[src/design/cicu_ram.sv]
// generic single write port, single read port ram with registered read
module cicu_ram #(
   parameter int WIDTH = 16,
   parameter int DEPTH = 256
) (
   input  logic                                      clock,
   input  logic                                      wr_en,
   input  logic [(DEPTH > 1 ? $clog2(DEPTH) : 1)-1:0] wr_addr,
   input  logic [WIDTH-1:0]                          wr_data,
   input  logic                                      rd_en,
   input  logic [(DEPTH > 1 ? $clog2(DEPTH) : 1)-1:0] rd_addr,
   output logic [WIDTH-1:0]                          rd_data
);

   logic [WIDTH-1:0] mem_ff [DEPTH];
   logic [WIDTH-1:0] rd_data_ff;

   // write port
   always_ff @(posedge clock) begin
      if (wr_en) begin
         mem_ff[wr_addr] <= wr_data;
      end
   end

   // registered read, data holds while no read is issued
   always_ff @(posedge clock) begin
      if (rd_en) begin
         rd_data_ff <= mem_ff[rd_addr];
      end
   end

   assign rd_data = rd_data_ff;

endmodule

[config.mk]
export PLATFORM = sky130hd
export DESIGN_NAME = cicu_ram
export DESIGN_NICKNAME = d
export VERILOG_FILES = /design/src/design/cicu_ram.sv
export SDC_FILE = /design/constraint.sdc
export NUM_CORES = 2
export LEC_CHECK = 0
export BUFFER_PORTS_ARGS = -buffer_cell sky130_fd_sc_hd__buf_2
export CAP_MARGIN = 30
export CORE_MARGIN = 2
export CORE_UTILIZATION = 55
export CTS_BUF_LIST = sky130_fd_sc_hd__clkbuf_8 sky130_fd_sc_hd__clkbuf_16
export CTS_CLUSTER_DIAMETER = 120
export DETAILED_ROUTE_END_ITERATION = 6
export PLACE_DENSITY_LB_ADDON = 0.08
export SLEW_MARGIN = 20
export SYNTH_ARGS = -nofsm -noshare
export SYNTH_HDL_FRONTEND = slang
export SYNTH_SLANG_ARGS = --single-unit
[constraint.sdc]
create_clock -name clock -period 2.6 [get_ports clock]
set_clock_uncertainty 0.2 [all_clocks]
set_input_delay 0.26 -clock clock [delete_from_list [all_inputs] [get_ports clock]]
set_output_delay 0.26 -clock clock [all_outputs]
set_load 0.02 [all_outputs]
# After elaboration in Yosys (flattened, before gate mapping)
# Memory sizes are Yosys's and may differ from the RTL's. A register that Yosys moved wholly into a read port is not among the register bits.
# Cells that the tools add are included.
totals:
  register_bits: 0
  mem_bits_rw: 4096
  input_bits: 35
  output_inout_bits: 16
  elab_cells: 3
  mem_count: 1
mem_list:
  columns: ["memory", "words", "width", "read_ports", "rd_ports_with_merged_regs", "write_ports", "line", "text"]
  rows:
  - ["mem_ff", 256, 16, 1, 1, 1, "15", "logic [WIDTH-1:0] mem_ff [DEPTH];"]
classes:
  n_mux: 2
op_table:
  columns: ["cell", "count"]
  rows:
  - ["1-bit two-way mux", 2]

# Longest topological paths before layout
depth:
  depth_word: 2
  ltp_mapped: 12

# Worst setup path after synthesis
# OpenSTA, ideal clock, no wires.
synth_path:
  kind: "input -> register"
  startpoint: "input port rd_addr[0] (netlist name)"
  endpoint: "register rd_data_ff[4], in the netlist rd_data[4] (read register of mem_ff), data pin"
  t_arrival_ns: 2.244
  t_required_ns: 2.135
  path_slack_ns: -0.109
  path_stages: 8
  path_buffers: 3
  path_cell_list: "buf_6 buf_6 buf_2 mux4_2 mux4_2 a22o_1 o32ai_2 nor4_2"
synth_rtl:
  columns: ["item", "line", "text"]
  rows:
  - ["start: declaration", "11", "input logic [(DEPTH > 1 ? $clog2(DEPTH) : 1)-1:0] rd_addr,"]
  - ["end: declaration", "16", "logic [WIDTH-1:0] rd_data_ff;"]

==> impl_results.md <==
- Worst VDD drop: approximately 600 uV
- R2R setup slack: -0.16 ns
- # IOs: about 50
- Die Wd: 541 um
- Die area: around 0.29 mm2
- Status: finished with violations
- Yosys warning count: 0
- Syn nets: about 7400
- RSZ-0062 raised after global routing: yes
- Post-DP HPWL: between 200000 and 300000 um
- CTS tree: built
- DRT Pass-1 Iters: 5
- Post-synthesis adder-cell area fraction: 0%
- Crit path DAT: 3.40 ns
- Post-synth EDFFs: 4112
- Gate power share: under 10%
- DR vias/cell: ~6.6
- CTS max path bufs: 4
- Clk sinks: roughly 4100
- Met1 Wirelength: 178000 um
- FP Rows: between 150 and 200
- Power Dens Cells: roughly 740 mW/mm2
- Main synth FF type: edfxtp_1
- Reg-to-reg critical path startpoint: mem_ff[31][0]
- Core Area: roughly 0.29 mm2
- Worst Hold End: mem_ff[188][5]
- Synth top area cells: edfxtp_1, mux4_2, mux2i_1, o221ai_1, nor2_1
- Min cycle time layout: 2.84 ns
- Clk_lat worst skew: 0.96 ns
- Setup Viol. Count Final: 16
- Final net count: 8600
- Worst setup margin: -0.237 ns
- Iteration-0 DRC Markers: roughly 12000
- Area leader, netlist: edfxtp_1
- Final Max Tran Viols: 0
- Post-synthesis sequential area ratio: between 70% and 80%
- Syn Std Cell Area: 0.159 mm2
- Net Sw Power: between 20 and 30 mW
- Hold Path Depth: 5
- Gpl congestion: around 0.93
- First-pass GRT wire length: around 620000 um
- Failing checks: setup timing
- Reg2reg end: rd_data[0]
- Synth Register Bits: between 4000 and 5000
- Seq pwr share: a little over half
- Die Y: around 540 um
- Post-DP Area: approximately 0.17 mm2
- Crit path max fanout: 20
- Synth Area in Compound Gates: around 3.5%
- Residual DRC: 0
- IO buf count: 50
- Lkg Pwr: approximately 62 nW
- Top-area cell type share of the netlist area: between 70 and 80%
- DR WL met2: between 200000 and 250000 um
- Internal: between 100 and 150 mW
- Highest Clock Rate: ~350 MHz
- Critical path type: in -> reg
- Distinct cell type count after synthesis: 51
- Clock power frac: 41.4%
- Initial core utilization: between 50 and 60%
- Inserted Clock Buffers: 407
- Synth Area in Simple Gates: between 1.5 and 2%
- Rel. slew slack: a little over a quarter
- Final Power: between 100 and 150 mW
- Worst setup SP type: primary input
- Final Hold Fails: 0
- Worst r2r path cells: 6
- Total GRT Usage: a little under a third
- WHS: 0.0670 ns
- Setup TNS Final: -1.26 ns
- Synth-to-layout area growth: 18.6%
- Post-Synth XOR/XNOR Area: 0%
- Initial antenna violation count: 25
- Largest net degree at the start of global routing: 129
- Final WL: 443000 um
- Syn Area/Cell: approximately 22 um2
- Routed wl met3: ~41000 um
- Total gr overflow: 0
- Worst-Margin Slew: ~1.1 ns
- Fin area: about 0.19 mm2
- Crit path required time: approximately 3.2 ns
- Number of global-route vias before repair: roughly 81000
- Largest family of logic cells by synthesized area: multiplexers
- Multiplexer area fraction after synthesis: about 15%
- Remaining antenna violation count: 0
- HP Class: in -> reg
- DR vias: a little over 80000
- Routed length per instance: 34.9 um
- Clk slew on worst S/H paths: approximately 0.070 ns
- Setup crit end kind: flip-flop
- Layout cells sized above 1: about 33%
- Worst hold start: wr_addr[5]
- Net Sw Frac: 21.5%
- Cells after Synth: 7360
- CTS H-tree depth: 5
- DR top layer: met5
- Ys async rst share: 0%
- Max cap viols: 0
- Fin crit share: 109%
- CTS Root Cell: clkbuf_16
-- power groups by stage --
stage | clock network (mW) | registers [mW] | logic (mW)
global placement | 0 | 74.6 | 7.93
global route | 60.9 | 73.2 | 8.66
CTS | 58.4 | 73.2 | 8.26
detailed placement | 0 | 74.6 | 8.05
finish | 57.7 | 73.2 | 8.34
floorplan | 0 | 74.6 | 3.62
-- worst max-delay path, cell delays in order --
cell and delay, ns:
buf_12 0.14, buf_12 0.22, buf_12 0.21, buf_12 0.20
buf_12 0.21, buf_4 0.17, mux2i_1 0.08, o22ai_1 0.30
nor2_1 0.12, o21ai_0 0.72, nand4_1 0.40, nor4_2 0.25
-- how the worst max path moves through the flow --
stage / startpoint / endpoint / slack [ns]
2_1_floorplan: wr_addr[3] / mem_ff[235][0] / -0.03
3_3_place_gp: rd_addr[0] / rd_data[7] / -1.59
3_5_place_dp: rd_addr[0] / rd_data[0] / -1.41
4_1_cts: mem_ff[31][0] / rd_data[0] / -0.16
5_1_grt: mem_ff[31][0] / rd_data[0] / -0.23
6_report: rd_addr[0] / rd_data[1] / -0.24
-- placed cells by master, fill, tap and decap left out, types with 18 or more instances in the layout --
master	count
mux4_2	797
buf_4	858
nor3_1	85
a21oi_1	172
a211oi_1	18
clkinv_1	101
nand3_1	21
buf_2	30
a221oi_1	19
nor2_1	185
mux2i_1	565
nand2_1	31
nor2_2	115
buf_12	295
o221ai_1	252
a22oi_1	34
nand4_1	26
clkinv_2	64
dlygate4sd3_1	33
o21ai_0	36
edfxtp_1	4112
o22ai_1	148
inv_1	81
bufinv_16	41
clkbuf_16	414
mux2_2	87
-- metrics by stage --
stage | worst slack (ns) | utilization [%] | std cells
final | -0.237 | 65.5 | 12694
after global routing | -0.232 | 65.5 | 12682
after CTS | -0.165 | 65.4 | 12675
after detailed placement | -1.41 | 60.6 | 11904
after global placement | -1.59 | 60.6 | 11903
after floorplan | -0.0250 | - | 7360
-- state kept, by name, summed over array words and instances (netlist names) --
name	flops
rd_data	16
mem_ff	4096
-- synth_stat cells, types with 9 or more instances --
master,number
a211oi_1,18
a21oi_1,175
a221oi_1,28
a22o_1,32
a22oi_1,43
and3_1,11
buf_1,27
buf_2,76
buf_4,26
buf_6,77
buf_8,11
clkbuf_1,230
edfxtp_1,4112
mux2_2,88
mux2i_1,565
mux4_2,797
nand2_1,38
nand3_1,35
nand4_1,26
nor2_1,304
nor2b_1,9
nor3_1,92
nor4_1,17
o21ai_0,37
o221ai_1,252
o22ai_1,148
o31ai_1,16
o32ai_1,20
-- cells by family after synthesis --
family / count (synthesis)
DFF: 4112
and+or+nand+nor: 556
buffers and inverters: 456
AOI/OAI and AO/OA: 786
muxes: 1450
-- cell type report --
class / count / area [um2]
well taps: 3781 / 4730
multi-input cells: 2792 / 33800
diodes: 17 / 42.5
clock inverters: 326 / 2720
clock buffers: 414 / 10400
fillers: 18866 / 99200
inverters: 4 / 27.5
repair buffers: 1248 / 13200
flip-flops and latches: 4112 / 123000
-- repair_timing --
action | CTS | global route
gates resized for setup | 111 | 32
pin swaps | 17 | 13
hold endpoints to repair | 4346 | 0
endpoints found under the setup margin | 16 | 17
buffers inserted | 0 | 0
hold buffers | 33 | 0
-- routing by layer --
layer | GRT usage [%] | vias to the layer above
li1 | - | 33789
met1 | 44.8 | 44449
met2 | 46.7 | 4185
met3 | 5.05 | 739
met4 | 9.86 | 12
met5 | 0 | -
Note: power is estimated with default switching activity, not from simulation.
